[src/rtl/sc2hid_pkg.sv]
// ----------------------------------------------------------------------------
// sc2hid_pkg
// Shared types, constants and lookup functions for the set-1 scan code to
// HID boot keyboard report converter.
// ----------------------------------------------------------------------------
package sc2hid_pkg;

   // Default slot count and number of slots shown on the result channel
   localparam int KEY_SLOTS_DEFAULT = 6;
   localparam int OUT_SLOTS         = 6;

   localparam logic [7:0] REPORT_ID_RESET = 8'h01;
   localparam logic [7:0] SENT_MOD_RESET  = 8'hFF;

   // Input commands
   localparam logic CMD_KEY         = 1'b0;
   localparam logic CMD_RELEASE_ALL = 1'b1;

   // Result status codes
   localparam logic STATUS_OK          = 1'b0;
   localparam logic STATUS_UNSUPPORTED = 1'b1;

   // Set-1 make codes of the modifier keys
   localparam logic [7:0] SC_CTRL   = 8'h1D;
   localparam logic [7:0] SC_LSHIFT = 8'h2A;
   localparam logic [7:0] SC_ALT    = 8'h38;
   localparam logic [7:0] SC_RSHIFT = 8'h36;
   localparam logic [7:0] SC_LWIN   = 8'h5B;
   localparam logic [7:0] SC_RWIN   = 8'h5C;

   // Modifier byte bits
   localparam logic [7:0] MB_LCTRL  = 8'h01;
   localparam logic [7:0] MB_LSHIFT = 8'h02;
   localparam logic [7:0] MB_LALT   = 8'h04;
   localparam logic [7:0] MB_LWIN   = 8'h08;
   localparam logic [7:0] MB_RCTRL  = 8'h10;
   localparam logic [7:0] MB_RSHIFT = 8'h20;
   localparam logic [7:0] MB_RALT   = 8'h40;
   localparam logic [7:0] MB_RWIN   = 8'h80;

   // HID usages of plain (non-E0) make codes 0x00..0x7F
   localparam logic [7:0] PLAIN_MAP [128] = '{
      8'h00, 8'h29, 8'h1E, 8'h1F, 8'h20, 8'h21, 8'h22, 8'h23,
      8'h24, 8'h25, 8'h26, 8'h27, 8'h2D, 8'h2E, 8'h2A, 8'h2B,
      8'h14, 8'h1A, 8'h08, 8'h15, 8'h17, 8'h1C, 8'h18, 8'h0C,
      8'h12, 8'h13, 8'h2F, 8'h30, 8'h28, 8'h00, 8'h04, 8'h16,
      8'h07, 8'h09, 8'h0A, 8'h0B, 8'h0D, 8'h0E, 8'h0F, 8'h33,
      8'h34, 8'h35, 8'h00, 8'h31, 8'h1D, 8'h1B, 8'h06, 8'h19,
      8'h05, 8'h11, 8'h10, 8'h36, 8'h37, 8'h38, 8'h00, 8'h55,
      8'h00, 8'h2C, 8'h39, 8'h3A, 8'h3B, 8'h3C, 8'h3D, 8'h3E,
      8'h3F, 8'h40, 8'h41, 8'h42, 8'h43, 8'h53, 8'h47, 8'h5F,
      8'h60, 8'h61, 8'h56, 8'h5C, 8'h5D, 8'h5E, 8'h57, 8'h59,
      8'h5A, 8'h5B, 8'h62, 8'h63, 8'h00, 8'h00, 8'h00, 8'h44,
      8'h45, 8'h00, 8'h00, 8'h00, 8'h46, 8'h00, 8'h00, 8'h00,
      8'h00, 8'h00, 8'h00, 8'h00, 8'h00, 8'h00, 8'h00, 8'h00,
      8'h00, 8'h00, 8'h00, 8'h00, 8'h00, 8'h00, 8'h00, 8'h00,
      8'h00, 8'h00, 8'h00, 8'h00, 8'h00, 8'h00, 8'h00, 8'h00,
      8'h00, 8'h00, 8'h00, 8'h00, 8'h00, 8'h00, 8'h00, 8'h00
   };

   typedef enum logic [1:0] {
      ST_IDLE,
      ST_LOOKUP,
      ST_APPLY,
      ST_REPORT
   } state_type;

   // Controller to datapath
   typedef struct packed {
      logic capture;
      logic lookup;
      logic apply;
      logic report;
   } dp_cmd_type;

   // Datapath to controller
   typedef struct packed {
      logic out_free;
   } dp_sts_type;

   function automatic logic [7:0] mod_bit(input logic [7:0] code, input logic ext);
      logic [7:0] m;
      m = 8'h00;
      if (!ext) begin
         case (code)
            SC_CTRL:   m = MB_LCTRL;
            SC_LSHIFT: m = MB_LSHIFT;
            SC_ALT:    m = MB_LALT;
            SC_RSHIFT: m = MB_RSHIFT;
            default:   m = 8'h00;
         endcase
      end else begin
         case (code)
            SC_CTRL: m = MB_RCTRL;
            SC_ALT:  m = MB_RALT;
            SC_LWIN: m = MB_LWIN;
            SC_RWIN: m = MB_RWIN;
            default: m = 8'h00;
         endcase
      end
      return m;
   endfunction

   function automatic logic [7:0] usage_of(input logic [7:0] code, input logic ext);
      logic [7:0] u;
      u = 8'h00;
      if (ext) begin
         case (code)
            8'h48:   u = 8'h52;
            8'h50:   u = 8'h51;
            8'h4B:   u = 8'h50;
            8'h4D:   u = 8'h4F;
            8'h47:   u = 8'h4A;
            8'h4F:   u = 8'h4D;
            8'h49:   u = 8'h4B;
            8'h51:   u = 8'h4E;
            8'h52:   u = 8'h49;
            8'h53:   u = 8'h4C;
            8'h35:   u = 8'h54;
            8'h1C:   u = 8'h58;
            8'h37:   u = 8'h46;
            8'h5D:   u = 8'h65;
            8'h46:   u = 8'h48;
            default: u = 8'h00;
         endcase
      end else if (!code[7]) begin
         u = PLAIN_MAP[code[6:0]];
      end
      return u;
   endfunction

endpackage

[src/rtl/sc2hid_ctrl.sv]
// ----------------------------------------------------------------------------
// sc2hid_ctrl
// Sequencer: accept one item, then step it through lookup, slot update and
// report stages of the datapath.
// ----------------------------------------------------------------------------
module sc2hid_ctrl
   import sc2hid_pkg::*;
(
   input  logic       clock,
   input  logic       reset,
   input  logic       req_valid,
   output logic       req_stall,
   input  dp_sts_type sts,
   output dp_cmd_type cmd
);

   state_type state_ff;
   state_type state_in;

   always_ff @(posedge clock) begin
      if (reset) begin
         state_ff <= ST_IDLE;
      end else begin
         state_ff <= state_in;
      end
   end

   always_comb begin
      state_in  = state_ff;
      cmd       = '0;
      req_stall = 1'b1;
      case (state_ff)
         ST_IDLE: begin
            req_stall = 1'b0;
            if (req_valid) begin
               cmd.capture = 1'b1;
               state_in    = ST_LOOKUP;
            end
         end
         ST_LOOKUP: begin
            cmd.lookup = 1'b1;
            state_in   = ST_APPLY;
         end
         ST_APPLY: begin
            cmd.apply = 1'b1;
            state_in  = ST_REPORT;
         end
         ST_REPORT: begin
            // hold until the output register can take the result
            if (sts.out_free) begin
               cmd.report = 1'b1;
               state_in   = ST_IDLE;
            end
         end
         default: begin
            state_in = ST_IDLE;
         end
      endcase
   end

   a_capture_leads_lookup: assert property (@(posedge clock) disable iff (reset)
      (req_valid && !req_stall) |=> (state_ff == ST_LOOKUP))
      else $error("accepted item did not advance to lookup");

   a_report_only_when_free: assert property (@(posedge clock) disable iff (reset)
      cmd.report |-> sts.out_free)
      else $error("report issued while output register busy");

endmodule

[src/rtl/sc2hid_dpath.sv]
// ----------------------------------------------------------------------------
// sc2hid_dpath
// Input capture, code lookup, modifier byte, compacted key slots, last-sent
// copy and the output register.
// ----------------------------------------------------------------------------
module sc2hid_dpath
   import sc2hid_pkg::*;
#(
   parameter int KEY_SLOTS = KEY_SLOTS_DEFAULT
)
(
   input  logic       clock,
   input  logic       reset,
   input  dp_cmd_type cmd,
   output dp_sts_type sts,
   input  logic       req_cmd,
   input  logic [7:0] req_scan_code,
   input  logic       req_is_extended,
   input  logic       req_is_down,
   output logic       rsp_valid,
   input  logic       rsp_stall,
   output logic       rsp_status,
   output logic       rsp_report_valid,
   output logic [7:0] rsp_modifier_bits,
   output logic [7:0] rsp_key_slots [OUT_SLOTS]
);

   localparam int CW = $clog2(KEY_SLOTS + 1);

   // captured item
   logic       cmd_ff;
   logic [7:0] code_ff;
   logic       ext_ff;
   logic       down_ff;

   // lookup results
   logic [7:0] mod_mask_ff;
   logic [7:0] usage_ff;
   logic       err_ff;

   // key state
   logic [7:0]    modifier_ff;
   logic [7:0]    modifier_in;
   logic [7:0]    slot_ff [KEY_SLOTS];
   logic [7:0]    slot_in [KEY_SLOTS];
   logic [7:0]    slot_above [KEY_SLOTS];
   logic [CW-1:0] count_ff;
   logic [CW-1:0] count_in;
   logic [7:0]    sent_mod_ff;
   logic [7:0]    sent_slot_ff [KEY_SLOTS];

   // output register
   logic       rsp_valid_ff;
   logic       rsp_status_ff;
   logic       rsp_report_ff;
   logic [7:0] rsp_mod_ff;
   logic [7:0] rsp_slot_ff [OUT_SLOTS];

   logic [KEY_SLOTS-1:0] hit;
   logic [KEY_SLOTS-1:0] at_or_above;
   logic                 held;
   logic                 full;
   logic                 differs;

   always_ff @(posedge clock) begin
      if (cmd.capture) begin
         cmd_ff  <= req_cmd;
         code_ff <= req_scan_code;
         ext_ff  <= req_is_extended;
         down_ff <= req_is_down;
      end
   end

   always_ff @(posedge clock) begin
      if (cmd.lookup) begin
         mod_mask_ff <= mod_bit(code_ff, ext_ff);
         usage_ff    <= usage_of(code_ff, ext_ff);
         err_ff      <= (cmd_ff == CMD_KEY) && (mod_bit(code_ff, ext_ff) == 8'h00)
                        && (usage_of(code_ff, ext_ff) == 8'h00);
      end
   end

   for (genvar g = 0; g < KEY_SLOTS; g++) begin : g_above
      if (g < KEY_SLOTS - 1) begin : g_next
         assign slot_above[g] = slot_ff[g + 1];
      end else begin : g_top
         assign slot_above[g] = 8'h00;
      end
   end

   always_comb begin
      logic seen;
      seen = 1'b0;
      for (int i = 0; i < KEY_SLOTS; i++) begin
         hit[i]         = (slot_ff[i] == usage_ff);
         seen           = seen | hit[i];
         at_or_above[i] = seen;
      end
   end

   assign held = |hit;
   assign full = (count_ff == CW'(KEY_SLOTS));

   // next key state for the item in hand
   always_comb begin
      modifier_in = modifier_ff;
      slot_in     = slot_ff;
      count_in    = count_ff;
      if (cmd_ff == CMD_RELEASE_ALL) begin
         modifier_in = 8'h00;
         for (int i = 0; i < KEY_SLOTS; i++) begin
            slot_in[i] = 8'h00;
         end
         count_in = '0;
      end else if (mod_mask_ff != 8'h00) begin
         modifier_in = down_ff ? (modifier_ff | mod_mask_ff) : (modifier_ff & ~mod_mask_ff);
      end else if (!err_ff) begin
         if (down_ff) begin
            if (!held && full) begin
               // drop the oldest key, append the new one
               for (int i = 0; i < KEY_SLOTS; i++) begin
                  slot_in[i] = (i == KEY_SLOTS - 1) ? usage_ff : slot_above[i];
               end
            end else if (!held) begin
               for (int i = 0; i < KEY_SLOTS; i++) begin
                  if (count_ff == CW'(i)) begin
                     slot_in[i] = usage_ff;
                  end
               end
               count_in = count_ff + CW'(1);
            end
         end else if (held) begin
            // remove the key and close the gap
            for (int i = 0; i < KEY_SLOTS; i++) begin
               if (at_or_above[i]) begin
                  slot_in[i] = slot_above[i];
               end
            end
            count_in = count_ff - CW'(1);
         end
      end
   end

   always_ff @(posedge clock) begin
      if (reset) begin
         modifier_ff <= 8'h00;
         count_ff    <= '0;
         for (int i = 0; i < KEY_SLOTS; i++) begin
            slot_ff[i] <= 8'h00;
         end
      end else if (cmd.apply) begin
         modifier_ff <= modifier_in;
         count_ff    <= count_in;
         slot_ff     <= slot_in;
      end
   end

   always_comb begin
      differs = (modifier_ff != sent_mod_ff);
      for (int i = 0; i < KEY_SLOTS; i++) begin
         differs = differs | (slot_ff[i] != sent_slot_ff[i]);
      end
   end

   always_ff @(posedge clock) begin
      if (reset) begin
         sent_mod_ff <= SENT_MOD_RESET;
         for (int i = 0; i < KEY_SLOTS; i++) begin
            sent_slot_ff[i] <= 8'h00;
         end
      end else if (cmd.report && !err_ff && differs) begin
         sent_mod_ff  <= modifier_ff;
         sent_slot_ff <= slot_ff;
      end
   end

   assign sts.out_free = !rsp_valid_ff || !rsp_stall;

   always_ff @(posedge clock) begin
      if (reset) begin
         rsp_valid_ff <= 1'b0;
      end else if (cmd.report) begin
         rsp_valid_ff <= 1'b1;
      end else if (!rsp_stall) begin
         rsp_valid_ff <= 1'b0;
      end
   end

   always_ff @(posedge clock) begin
      if (cmd.report) begin
         rsp_status_ff <= err_ff ? STATUS_UNSUPPORTED : STATUS_OK;
         rsp_report_ff <= !err_ff && differs;
         rsp_mod_ff    <= modifier_ff;
      end
   end

   for (genvar g = 0; g < OUT_SLOTS; g++) begin : g_out
      if (g < KEY_SLOTS) begin : g_used
         always_ff @(posedge clock) begin
            if (cmd.report) begin
               rsp_slot_ff[g] <= slot_ff[g];
            end
         end
      end else begin : g_unused
         assign rsp_slot_ff[g] = 8'h00;
      end
   end

   assign rsp_valid         = rsp_valid_ff;
   assign rsp_status        = rsp_status_ff;
   assign rsp_report_valid  = rsp_report_ff;
   assign rsp_modifier_bits = rsp_mod_ff;
   assign rsp_key_slots     = rsp_slot_ff;

   a_count_in_range: assert property (@(posedge clock) disable iff (reset)
      count_ff <= CW'(KEY_SLOTS))
      else $error("key count beyond slot count");

   a_first_slot_tracks_count: assert property (@(posedge clock) disable iff (reset)
      (count_ff == '0) == (slot_ff[0] == 8'h00))
      else $error("slots not compacted");

   a_error_no_report: assert property (@(posedge clock) disable iff (reset)
      (rsp_valid_ff && rsp_status_ff == STATUS_UNSUPPORTED) |-> !rsp_report_ff)
      else $error("report flagged on unsupported code");

endmodule

[src/rtl/scancode_to_hid_keyboard_report.sv]
// ----------------------------------------------------------------------------
// scancode_to_hid_keyboard_report
// Set-1 scan code events to HID boot keyboard report state, with change
// detection against the last report sent.
// ----------------------------------------------------------------------------
// Usage:
//   Request channel (req_valid / req_stall): one item is a key event (cmd 0,
//   scan code with E0 and down flags) or a release-all command (cmd 1).
//   Response channel (rsp_valid / rsp_stall): one item per request giving
//   status, report_valid, the modifier byte and the first six key slots.
//   csr_wr_en / csr_wr_data write the report identifier; write it only
//   while the block is idle.
// Flow:
//   An item passes in order through accept, table lookup, slot update and
//   report compare. The result goes from the capture register through the
//   lookup and slot registers into the output register. A new item is
//   accepted only after the last one has left the report stage, since the
//   single sequencer walks each item through the shared slot datapath.
// Reset:
//   Clears modifiers and slots, sets the report identifier to 1 and marks
//   the last-sent modifiers as all ones, so the first valid event flags a
//   report.
// Stall:
//   A held result stays in the output register; the next item may still be
//   accepted and worked, and waits at the report stage until the register
//   frees.
// ----------------------------------------------------------------------------
module scancode_to_hid_keyboard_report
   import sc2hid_pkg::*;
#(
   parameter int KEY_SLOTS = KEY_SLOTS_DEFAULT
)
(
   input  logic       clock,
   input  logic       reset,
   input  logic       req_valid,
   output logic       req_stall,
   input  logic       req_cmd,
   input  logic [7:0] req_scan_code,
   input  logic       req_is_extended,
   input  logic       req_is_down,
   output logic       rsp_valid,
   input  logic       rsp_stall,
   output logic       rsp_status,
   output logic       rsp_report_valid,
   output logic [7:0] rsp_modifier_bits,
   output logic [7:0] rsp_key_slot_0,
   output logic [7:0] rsp_key_slot_1,
   output logic [7:0] rsp_key_slot_2,
   output logic [7:0] rsp_key_slot_3,
   output logic [7:0] rsp_key_slot_4,
   output logic [7:0] rsp_key_slot_5,
   input  logic       csr_wr_en,
   input  logic [7:0] csr_wr_data
);

   dp_cmd_type cmd;
   dp_sts_type sts;
   logic [7:0] key_slots [OUT_SLOTS];

   // Report identifier: framing byte for the host side, held here only
   logic [7:0] report_id_ff;

   always_ff @(posedge clock) begin
      if (reset) begin
         report_id_ff <= REPORT_ID_RESET;
      end else if (csr_wr_en) begin
         report_id_ff <= csr_wr_data;
      end
   end

   // Sequencer: one item in flight, four steps each
   sc2hid_ctrl u_ctrl (
      .clock     (clock),
      .reset     (reset),
      .req_valid (req_valid),
      .req_stall (req_stall),
      .sts       (sts),
      .cmd       (cmd)
   );

   // Slot store, change detection and output register
   sc2hid_dpath #(
      .KEY_SLOTS (KEY_SLOTS)
   ) u_dpath (
      .clock             (clock),
      .reset             (reset),
      .cmd               (cmd),
      .sts               (sts),
      .req_cmd           (req_cmd),
      .req_scan_code     (req_scan_code),
      .req_is_extended   (req_is_extended),
      .req_is_down       (req_is_down),
      .rsp_valid         (rsp_valid),
      .rsp_stall         (rsp_stall),
      .rsp_status        (rsp_status),
      .rsp_report_valid  (rsp_report_valid),
      .rsp_modifier_bits (rsp_modifier_bits),
      .rsp_key_slots     (key_slots)
   );

   // Fan the slot array out to the per-slot ports
   assign rsp_key_slot_0 = key_slots[0];
   assign rsp_key_slot_1 = key_slots[1];
   assign rsp_key_slot_2 = key_slots[2];
   assign rsp_key_slot_3 = key_slots[3];
   assign rsp_key_slot_4 = key_slots[4];
   assign rsp_key_slot_5 = key_slots[5];

endmodule
[config.mk]
export PLATFORM = sky130hd
export DESIGN_NAME = scancode_to_hid_keyboard_report
export DESIGN_NICKNAME = d
export VERILOG_FILES = /design/src/rtl/sc2hid_pkg.sv /design/src/rtl/sc2hid_ctrl.sv /design/src/rtl/sc2hid_dpath.sv /design/src/rtl/scancode_to_hid_keyboard_report.sv
export SDC_FILE = /design/constraint.sdc
export NUM_CORES = 1
export LEC_CHECK = 0
export ABC_AREA = 1
export BUFFER_PORTS_ARGS = -buffer_cell sky130_fd_sc_hd__buf_2
export CAP_MARGIN = 20
export CORE_ASPECT_RATIO = 0.7
export CORE_MARGIN = 2
export CORE_UTILIZATION = 60
export CTS_CLUSTER_DIAMETER = 30
export CTS_CLUSTER_SIZE = 25
export DETAILED_ROUTE_END_ITERATION = 12
export PLACE_DENSITY = 0.8
export SLEW_MARGIN = 20
export SYNTH_ARGS = -nofsm -noshare
export SYNTH_HDL_FRONTEND = slang
export SYNTH_HIERARCHICAL = 1
export SYNTH_SLANG_ARGS = --single-unit
[constraint.sdc]
create_clock -name clock -period 5.25 [get_ports clock]
set_input_delay 0.2625 -clock clock [delete_from_list [all_inputs] [get_ports clock]]
set_output_delay 0.2625 -clock clock [all_outputs]
set_load 0.1 [all_outputs]
==> impl_metrics.tcl, run 1 <==
set metrics [dict create \
    startpoint "u_dpath/code_ff[2]" \
    min_path_type "in2reg" \
    grt_pass1_vias 8372 \
    ys_warn_count 6 \
    yosysTopAreaCell "edfxtp_1" \
    hpwl_um 20850 \
    diodes 0 \
    skew_ps 15.41 \
    period_share_pct 60.39 \
    grt_remaining_overflow 0 \
    achievable-frequency_mhz 315.4 \
    ant_nets 0 \
    cp_top_family "simple AND/OR/NAND/NOR gates" \
    crit_buf_inv 2 \
    status "finished clean" \
    dieArea_mm2 0.01772 \
    cp-endpoint "u_dpath/err_ff" \
    synthCells 1330 \
    nets 1420 \
    clock_path_buffers 2 \
    drt-pass1-iter-count 6 \
    drc_errors 0 \
    period_minus_slack_ps 3171 \
    synth-edff-count 79 \
    postLayoutCellArea_mm2 0.01110 \
    clock-sinks 185 \
    place_ws_ps 2163 \
    finalSetupViolations 0 \
    critical_path.cell_chain "clkinv_1 > nor2_1 > inv_1 > nor3_1 > nor3_1 > a21oi_1 > a21o_1 > nor2_1 > nand2_1 > nor2_1" \
    maxSlewViolCount 0 \
    path_max_fanout 20 \
    rr_endpoint "u_dpath/err_ff" \
    coreArea_mm2 0.01630 \
    hold_viol_final 0 \
    crit_cells 10 \
    worstSetupPathType "reg2reg" \
    drtIter0Drc 1195 \
    cts_buffers 17 \
    async_reset_ff_share_pct 0 \
    cts_tree "built" \
    grt_antenna_before_repair 0 \
    wl_per_cell_um 18.32 \
    ys_seq_elements 185 \
    dp.cells 1572 \
    r2r_setup_slack_ps 2080 \
    power_density_mw_per_mm2 456.4 \
    initial_core_util_pct 61.32 \
    slowest_delay_ps 810 \
    die_w_um 158.3 \
    rows 39 \
    routabilityCongestion 0.9716 \
    leakage_nw 4.728 \
    path_clk_slew_ps 70 \
    netlist-cell-type-count 43 \
    num_vias 9402 \
    ff2ff_path_depth 10 \
    ys_seq_area_share_pct 44.97 \
    finalSetupTns_ps 0 \
    relSlewSlack_pct 34.91 \
    placed_area_mm2 0.01039 \
    synth_area_leaders "edfxtp_1, dfxtp_1, nand2_1" \
    startpoint_type "flop" \
    area_delta_synth_final_pct 11.05 \
    cts_resized 0 \
    drv_cap 0 \
    vdd_drop_max_mv 0.4101 \
    via_per_inst 5.822 \
    synth_area_mm2 0.009995 \
    worstReg2RegStart "u_dpath/code_ff[2]" \
    tightest_slew_ps 974.1 \
    cts_root_buf "clkbuf_16" \
    rsz0062_at_grt "false" \
    insertion_delay_ps 440 \
    worst_path_max_delay_cell "edfxtp_1" \
    worstPathArrival_ps 3360 \
    synth.avg_cell_area_um2 7.515 \
    synthFlopType "dfxtp_1" \
    crit_path_end_kind "flop" \
    setup_slack_ps 2079 \
    hold_ws_ps 161.3 \
    h-tree-depth 4 \
    synth_top_area_share_pct 23.74 \
    worst_path_most_repeated_cell "nor2_1" \
    postCtsSetupRepairBufs 0 \
    die_h_um 112.0 \
    grt_pass1_wl_um 46150 \
    wl_um 29580 \
    grt_max_degree 90 \
    port_buffers 68 \
    drive_above_1_share_pct 10.00 \
    io_pins 84 \
    layout.cells.non_filler 1615 \
    grt.total_usage_pct 34.26 \
    cp.required_ps 5440 \
]
==> cell type report <==
cell class / instances / area (um2)
clock buffers: 18 / 450.4
inverters: 128 / 481.7
repair buffers: 86 / 515.5
flip-flops and latches: 185 / 4494
multi-input cells: 959 / 4725
fillers: 1400 / 5199
clock inverters: 14 / 151.4
well taps: 225 / 281.5
==> routing by layer <==
layer	share of wire, %	wire length [um]	track usage (%)
met4	1.2	352	6.246
met1	45	13280	53.56
met5	0	0	0
met2	39	11530	45.30
met3	15	4416	12.38
==> sequential cells by signal, indices dropped and copies added (netlist names), 2 cells and up <==
signal and cells:
u_dpath/rsp_modifier_bits 8, u_dpath/mod_mask_ff 8, u_dpath/modifier_ff 8, u_dpath/sent_mod_ff 8
u_dpath/count_ff 3, u_dpath/rsp_key_slots 42, u_dpath/code_ff 8, u_dpath/sent_slot_ff 42
u_dpath/slot_ff 7, u_ctrl/state_ff 2, u_dpath/slot_above 35, u_dpath/usage_ff 7
==> cell families (layout without fill, tap and decap cells) <==
kind of cell | Yosys count | count (layout) | share of synthesized area [%]
buffers and inverters | 191 | 246 | 8.050
other | 1 | 6 | 0.03752
and+or+nand+nor | 695 | 695 | 29.64
xor gates and xnor gates | 53 | 53 | 4.644
DFF | 185 | 185 | 44.97
adders and majority gates | 19 | 19 | 2.379
AOI/OAI and AO/OA | 186 | 186 | 10.28
==> timing repair <==
action / in CTS / in global routing
setup endpoints to repair: 0 / 0
hold buffers: 10 / 1
hold endpoints to repair: 10 / 1
==> cells in the final DEF (no fill, tap or decap), drive strengths merged, types with 2 or more instances in the layout <==
cell / count
nor3: 17
nand3b: 2
o211ai: 6
nor4: 10
o22ai: 10
or2: 2
o31ai: 5
a21oi: 103
nor2: 141
o21ai: 43
inv: 131
xnor2: 22
dlygate4sd3: 11
clkbuf: 18
clkinv: 10
nand2: 375
ha: 19
o221ai: 4
nand3: 131
edfxtp: 79
a31oi: 4
a22o: 2
dfxtp: 106
xor2: 31
nand4: 17
buf: 75
a221oi: 4
conb: 6
==> how the worst min path moves through the flow <==
| stage | startpoint | end | slack (ps) | cells past startpoint |
|---|---|---|---|---|
| global route | rsp_stall | u_dpath/rsp_valid | 160 | 3 |
| detailed placement | req_scan_code[4] | u_dpath/code_ff[4] | 440 | 1 |
| floorplan | req_cmd | u_dpath/cmd_ff | 360 | 0 |
| finish | rsp_stall | u_dpath/rsp_valid | 160 | 3 |
| global placement | req_scan_code[3] | u_dpath/code_ff[3] | 440 | 1 |
| CTS | req_scan_code[7] | u_dpath/code_ff[7] | 3 | 1 |
==> worst register-to-register path: stages (launching register included) <==
cell and delay, ps:
edfxtp_1 810, clkinv_1 480, nor2_1 620, inv_1 150, nor3_1 310, nor3_1 100
a21oi_1 160, a21o_1 120, nor2_1 60, nand2_1 80, nor2_1 50
==> report_power, final <==
part / switching (mW) / internal, mW / total, mW / leakage [nW]
clock network: 0.596 / 0.703 / 1.30 / 0.299
registers: 0.262 / 1.75 / 2.01 / 1.60
logic: 1.30 / 0.459 / 1.76 / 2.83
total: 2.16 / 2.91 / 5.07 / 4.73
==> metrics by stage <==
stage | total power [mW] | util [%]
floorplan | 3.333 | -
global placement | 3.703 | 63.73
detailed placement | 3.728 | 63.73
CTS | 5.019 | 68.03
global route | 5.311 | 68.10
finish | 5.066 | 68.10
==> cell usage after synthesis, types with 2 or more instances <==
master    number
ha_1          19
nor4_1        10
nor2_2         7
o22ai_1       10
o31ai_1        5
xor2_1        31
nand2_1      370
clkinv_1       3
o211ai_1       6
nand4_1       17
a31oi_1        4
nor3_1        17
a22o_1         2
xnor2_1       22
o21ai_0       43
clkbuf_1      35
buf_4         14
o221ai_1       4
nand3b_1       2
dfxtp_1      106
nand3_2        2
nand2_2        4
inv_1        116
buf_6          3
buf_2         10
edfxtp_1      79
inv_2          9
or2_2          2
nor2_4         2
a21oi_1      103
a221oi_1       4
nand3_1      128
nor2_1       131
Power figures use the tool's default switching activity.
==> run 2: changes to the inputs <==
- CORE_UTILIZATION: 60 -> 55
- PLACE_DENSITY: 0.8 -> 0.77
- clock period: 5.25 -> 2.91 ns (I/O delays scaled with it)
==> impl_metrics.tcl, run 2 (synthesis gave the netlist of run 1 again) <==
set metrics [dict create \
    placed_area_mm2 0.01064 \
    grt.total_usage_pct 32.30 \
    routabilityCongestion 1.002 \
    die_w_um 165.1 \
    postCtsSetupRepairBufs 0 \
    status "finished clean" \
    dieArea_mm2 0.01928 \
    leakage_nw 4.888 \
    achievable-frequency_mhz 383.4 \
    cts_buffers 17 \
    vdd_drop_max_mv 0.5879 \
    drive_above_1_share_pct 11.82 \
    rsz0062_at_grt "false" \
    hpwl_um 21660 \
    hold_viol_final 0 \
    port_buffers 68 \
    grt_pass1_vias 8350 \
    layout.cells.non_filler 1657 \
    power_density_mw_per_mm2 819.0 \
    wl_per_cell_um 18.44 \
    place_ws_ps 460.9 \
    wl_um 30550 \
    insertion_delay_ps 440 \
    clock_path_buffers 2 \
    layout_common_cells "nand2_1, nor2_1, nand3_1" \
    coreArea_mm2 0.01790 \
    final_common_cell "nand2_1" \
    cp.required_ps 3270 \
    drv_cap 0 \
    fillers 1558 \
    area_delta_synth_final_pct 13.95 \
    worstPathArrival_ps 2970 \
    skew_ps 10.52 \
    path_clk_slew_ps 70 \
    finalSetupViolations 0 \
    clock-sinks 185 \
    finalSetupTns_ps 0 \
    grt_antenna_before_repair 0 \
    min_path_type "in2reg" \
    h-tree-depth 4 \
    setup_slack_ps 302.0 \
    num_vias 9564 \
    relSlewSlack_pct 49.43 \
    dp.cells 1613 \
    drt-pass1-iter-count 9 \
    via_per_inst 5.772 \
    maxSlewViolCount 0 \
    startpoint_type "flop" \
    postLayoutCellArea_mm2 0.01139 \
    grt_remaining_overflow 0 \
    drtIter0Drc 1286 \
    die_h_um 116.8 \
    tightest_slew_ps 758.6 \
    grt_pass1_wl_um 46850 \
    diodes 0 \
    grt_max_degree 61 \
    cts_root_buf "clkbuf_16" \
    drc_errors 0 \
    crit_path_end_kind "flop" \
    worstSetupPathType "reg2reg" \
    ant_nets 0 \
    path_max_fanout 35 \
    initial_core_util_pct 55.83 \
    multi_input_area_mm2 0.004725 \
    rows 41 \
    nets 1451 \
    period_share_pct 89.62 \
    hold_ws_ps 113.8 \
    io_pins 84 \
    cts_tree "built" \
    ff_latch_area_mm2 0.004496 \
    period_minus_slack_ps 2608 \
]
-- run 2: critical path: stages (launching register included) --
cell	delay [ps]
edfxtp_1	710
inv_2	100
nand2_1	90
nand2_1	50
nand2_1	90
nor2_1	50
nand2_1	80
nand2_2	100
nor2_8	180
nand3_2	190
nand2_4	360
nand2_1	130
nand2_1	110
nand3_1	110
a21oi_1	160
-- run 2: power breakdown --
group	total, mW	switching (mW)	internal, mW	leakage, nW
combinational	3.30	2.41	0.883	2.99
clock	2.46	1.03	1.44	0.301
sequential	3.57	0.414	3.16	1.60
-- run 2: worst paths after layout --
check / startpoint / endpoint / slack (ps) / cells after the start
worst max-delay path: u_dpath/usage_ff[4] / u_dpath/slot_above[44] / 300 / 14
worst min-delay path: req_valid / u_ctrl/state_ff[1] / 110 / 5
worst max register to register: u_dpath/usage_ff[4] / u_dpath/slot_above[44] / 300 / 14
worst min register to register: u_dpath/sent_mod_ff[2] / u_dpath/sent_mod_ff[2] / 480 / 2
-- run 2: repair_timing --
item	in CTS	in global routing
resized for setup	0	0
hold buffers	12	0
endpoints found under the hold margin	12	0
-- run 2: routing by layer --
layer	global-route usage, %	routed length (um)
met5	0	0
met3	8.668	3937
met4	6.029	319
met1	52.03	14450
met2	42.72	11840
-- run 2: layout make-up --
type                            count  share of cell area [%]
Multi-Input combinational cell    959                   41.49
Sequential cell                   185                   39.47
Timing Repair Buffer              117                   6.702
Inverter                          128                   4.252
Clock buffer                       20                   4.109
Tap cell                          236                   2.593
Clock inverter                     12                   1.384
-- run 2: through the flow --
stage          util (%)  power (mW)
2_1_floorplan         -       6.013
3_3_place_gp      59.45       6.767
3_5_place_dp      59.45       6.796
4_1_cts           63.61       9.244
5_1_grt           63.61       9.754
6_report          63.61       9.327
==> run 3: changes to the inputs <==
- CORE_UTILIZATION: 55 -> 35
- PLACE_DENSITY: 0.77 -> 0.53
- REMOVE_ABC_BUFFERS: unset -> 1
==> impl_metrics.tcl, run 3 (synthesis gave the netlist of run 1 again) <==
set metrics [dict create \
    routabilityCongestion 0.9409 \
    utilization_pct 41.60 \
    share_comb_of_total_power_pct 37.3 \
    power_density_mw_per_mm2 799.7 \
    port_buffers 68 \
    relSlewSlack_pct 45.35 \
    place_ws_ps 375.4 \
    grt_max_degree 93 \
    diodes 0 \
    tightest_slew_ps 819.8 \
    grt.total_usage_pct 22.28 \
    drt-pass1-iter-count 5 \
    rows 51 \
    worstSetupPathType "reg2reg" \
    postCtsSetupRepairBufs 0 \
    clockPowerShare_pct 24.6 \
    num_vias 9291 \
    hold_start "rsp_stall" \
    die_h_um 145.4 \
    sw_frac_of_total_pct 42.21 \
    internal_power_mw 5.373 \
    finalSetupViolations 0 \
    leakage_nw 4.944 \
    worstReg2RegStart "u_dpath/usage_ff[2]" \
    dp.cells 1766 \
    hold-path-endpoint "u_dpath/rsp_valid" \
    worstPathArrival_ps 2960 \
    hold_viol_final 0 \
    initial_core_util_pct 35.76 \
    insertion_delay_ps 440 \
    layout.cells.non_filler 1809 \
    cp.required_ps 3280 \
    fillers 2919 \
    wl_per_cell_um 18.07 \
    path_clk_slew_ps 70 \
    final_common_cell "nand2_1" \
    crit_path_end_kind "flop" \
    clock_path_buffers 2 \
    grt_remaining_overflow 0 \
    achievable-frequency_mhz 385.9 \
    finalSetupTns_ps 0 \
    maxSlewViolCount 0 \
    io_pins 84 \
    period_share_pct 89.06 \
    coreArea_mm2 0.02795 \
    path_max_fanout 35 \
    vdd_drop_max_mv 0.5626 \
    nets 1468 \
    status "finished clean" \
    r2r_setup_slack_ps 320 \
    setup_slack_ps 318.3 \
    drc_errors 0 \
    skew_ps 8.715 \
    ff2ff_path_depth 14 \
    wl_um 32690 \
    cts_buffers 17 \
    hpwl_um 23660 \
    grt_antenna_before_repair 0 \
    cts_root_buf "clkbuf_16" \
    period_minus_slack_ps 2592 \
    drive_above_1_share_pct 12.66 \
    layout_common_cells "nand2_1, nor2_1, nand3_1" \
    rr_endpoint "u_dpath/slot_above[42]" \
    area_delta_synth_final_pct 16.32 \
    startpoint_type "flop" \
    h-tree-depth 4 \
    grt_pass1_vias 8335 \
    grt_pass1_wl_um 50740 \
    rsz0062_at_grt "false" \
    switchingPower_mw 3.925 \
    clock-sinks 185 \
    min_path_type "in2reg" \
    power_frac_seq_pct 38.1 \
    die_w_um 206.0 \
    drv_cap 0 \
    via_per_inst 5.136 \
    ant_nets 0 \
    hold_depth 3 \
    dieArea_mm2 0.02995 \
    drtIter0Drc 1075 \
    cts_tree "built" \
]
[run 3: changes by cell type in the layout (fill, tap and decap cells not counted), sizes merged]
| cell | before | now |
|---|---|---|
| inv | 128 | 125 |
| bufinv | 3 | 2 |
| dlygate4sd3 | 12 | 11 |
| buf | 105 | 123 |
| clkinv | 6 | 11 |
| clkinvlp | 3 | 4 |
| clkbuf | 20 | 18 |
[run 3: worst max-delay path, cell delays in order (launching register included)]
cell and delay [ps]:
edfxtp_1 670, inv_2 140, nand2_1 100, nand2_1 50, nand2_1 60, nor2_1 60
nand2_1 70, nand2_2 90, nor2_8 180, nand3_2 230, nand2_4 400, nand2_1 90
nand2_1 80, nand3_1 120, a21oi_1 160
[run 3: through the flow]
| step | total power [mW] | hold WS, ps | cell area [um2] |
|---|---|---|---|
| 2_1_floorplan | 5.915 | 214.6 | 9689 |
| 3_3_place_gp | 6.998 | 323.0 | 10950 |
| 3_5_place_dp | 7.003 | 324.6 | 10950 |
| 4_1_cts | 9.309 | 10.11 | 11630 |
| 5_1_grt | 9.818 | 30.12 | 11630 |
| 6_report | 9.297 | 37.44 | 11630 |
[run 3: final cells by class]
cell class | instances | area [um2] | area share [%]
timing repair buffer | 134 | 900.9 | 7.749
multi-input combinational | 959 | 4725 | 40.64
inverter | 128 | 480.5 | 4.133
clock inverter | 14 | 132.6 | 1.141
clock buffer | 18 | 429.2 | 3.691
sequential | 185 | 4494 | 38.66
tap | 371 | 464.2 | 3.993
[run 3: power groups by stage]
stage          combinational [mW]  sequential (mW)  clock (mW)
2_1_floorplan                1.79             4.12           0
3_3_place_gp                 3.41             3.59           0
3_5_place_dp                 3.41             3.59           0
4_1_cts                      3.44             3.54        2.33
5_1_grt                      3.78             3.59        2.44
6_report                     3.47             3.54        2.29
[run 3: worst max path at each step]
| stage | startpoint | endpoint | slack [ps] |
|---|---|---|---|
| after floorplan | u_dpath/rsp_valid | u_dpath/sent_mod_ff[0] | -3090 |
| final | u_dpath/usage_ff[2] | u_dpath/slot_above[42] | 320 |
| after global routing | u_dpath/usage_ff[2] | u_dpath/slot_above[24] | 90 |
| after global placement | u_dpath/usage_ff[2] | u_dpath/slot_above[42] | 390 |
| after detailed placement | u_dpath/usage_ff[2] | u_dpath/slot_above[29] | 380 |
| after CTS | u_dpath/usage_ff[2] | u_dpath/slot_above[29] | 360 |
[run 3: timing repair]
| item | in CTS | in global routing |
|---|---|---|
| gates resized for setup | 0 | 0 |
| hold buffers | 11 | 0 |
| endpoints found under the hold margin | 11 | 0 |
[run 3: per-layer routing]
layer  part of all wire, %  vias to the layer above  GRT usage (%)
li1                      -                     4552              -
met1                    52                     4362          37.17
met2                    37                      364          27.32
met3                    11                       13          6.583
met4                  0.62                        0          3.821
met5                     0                        -              0
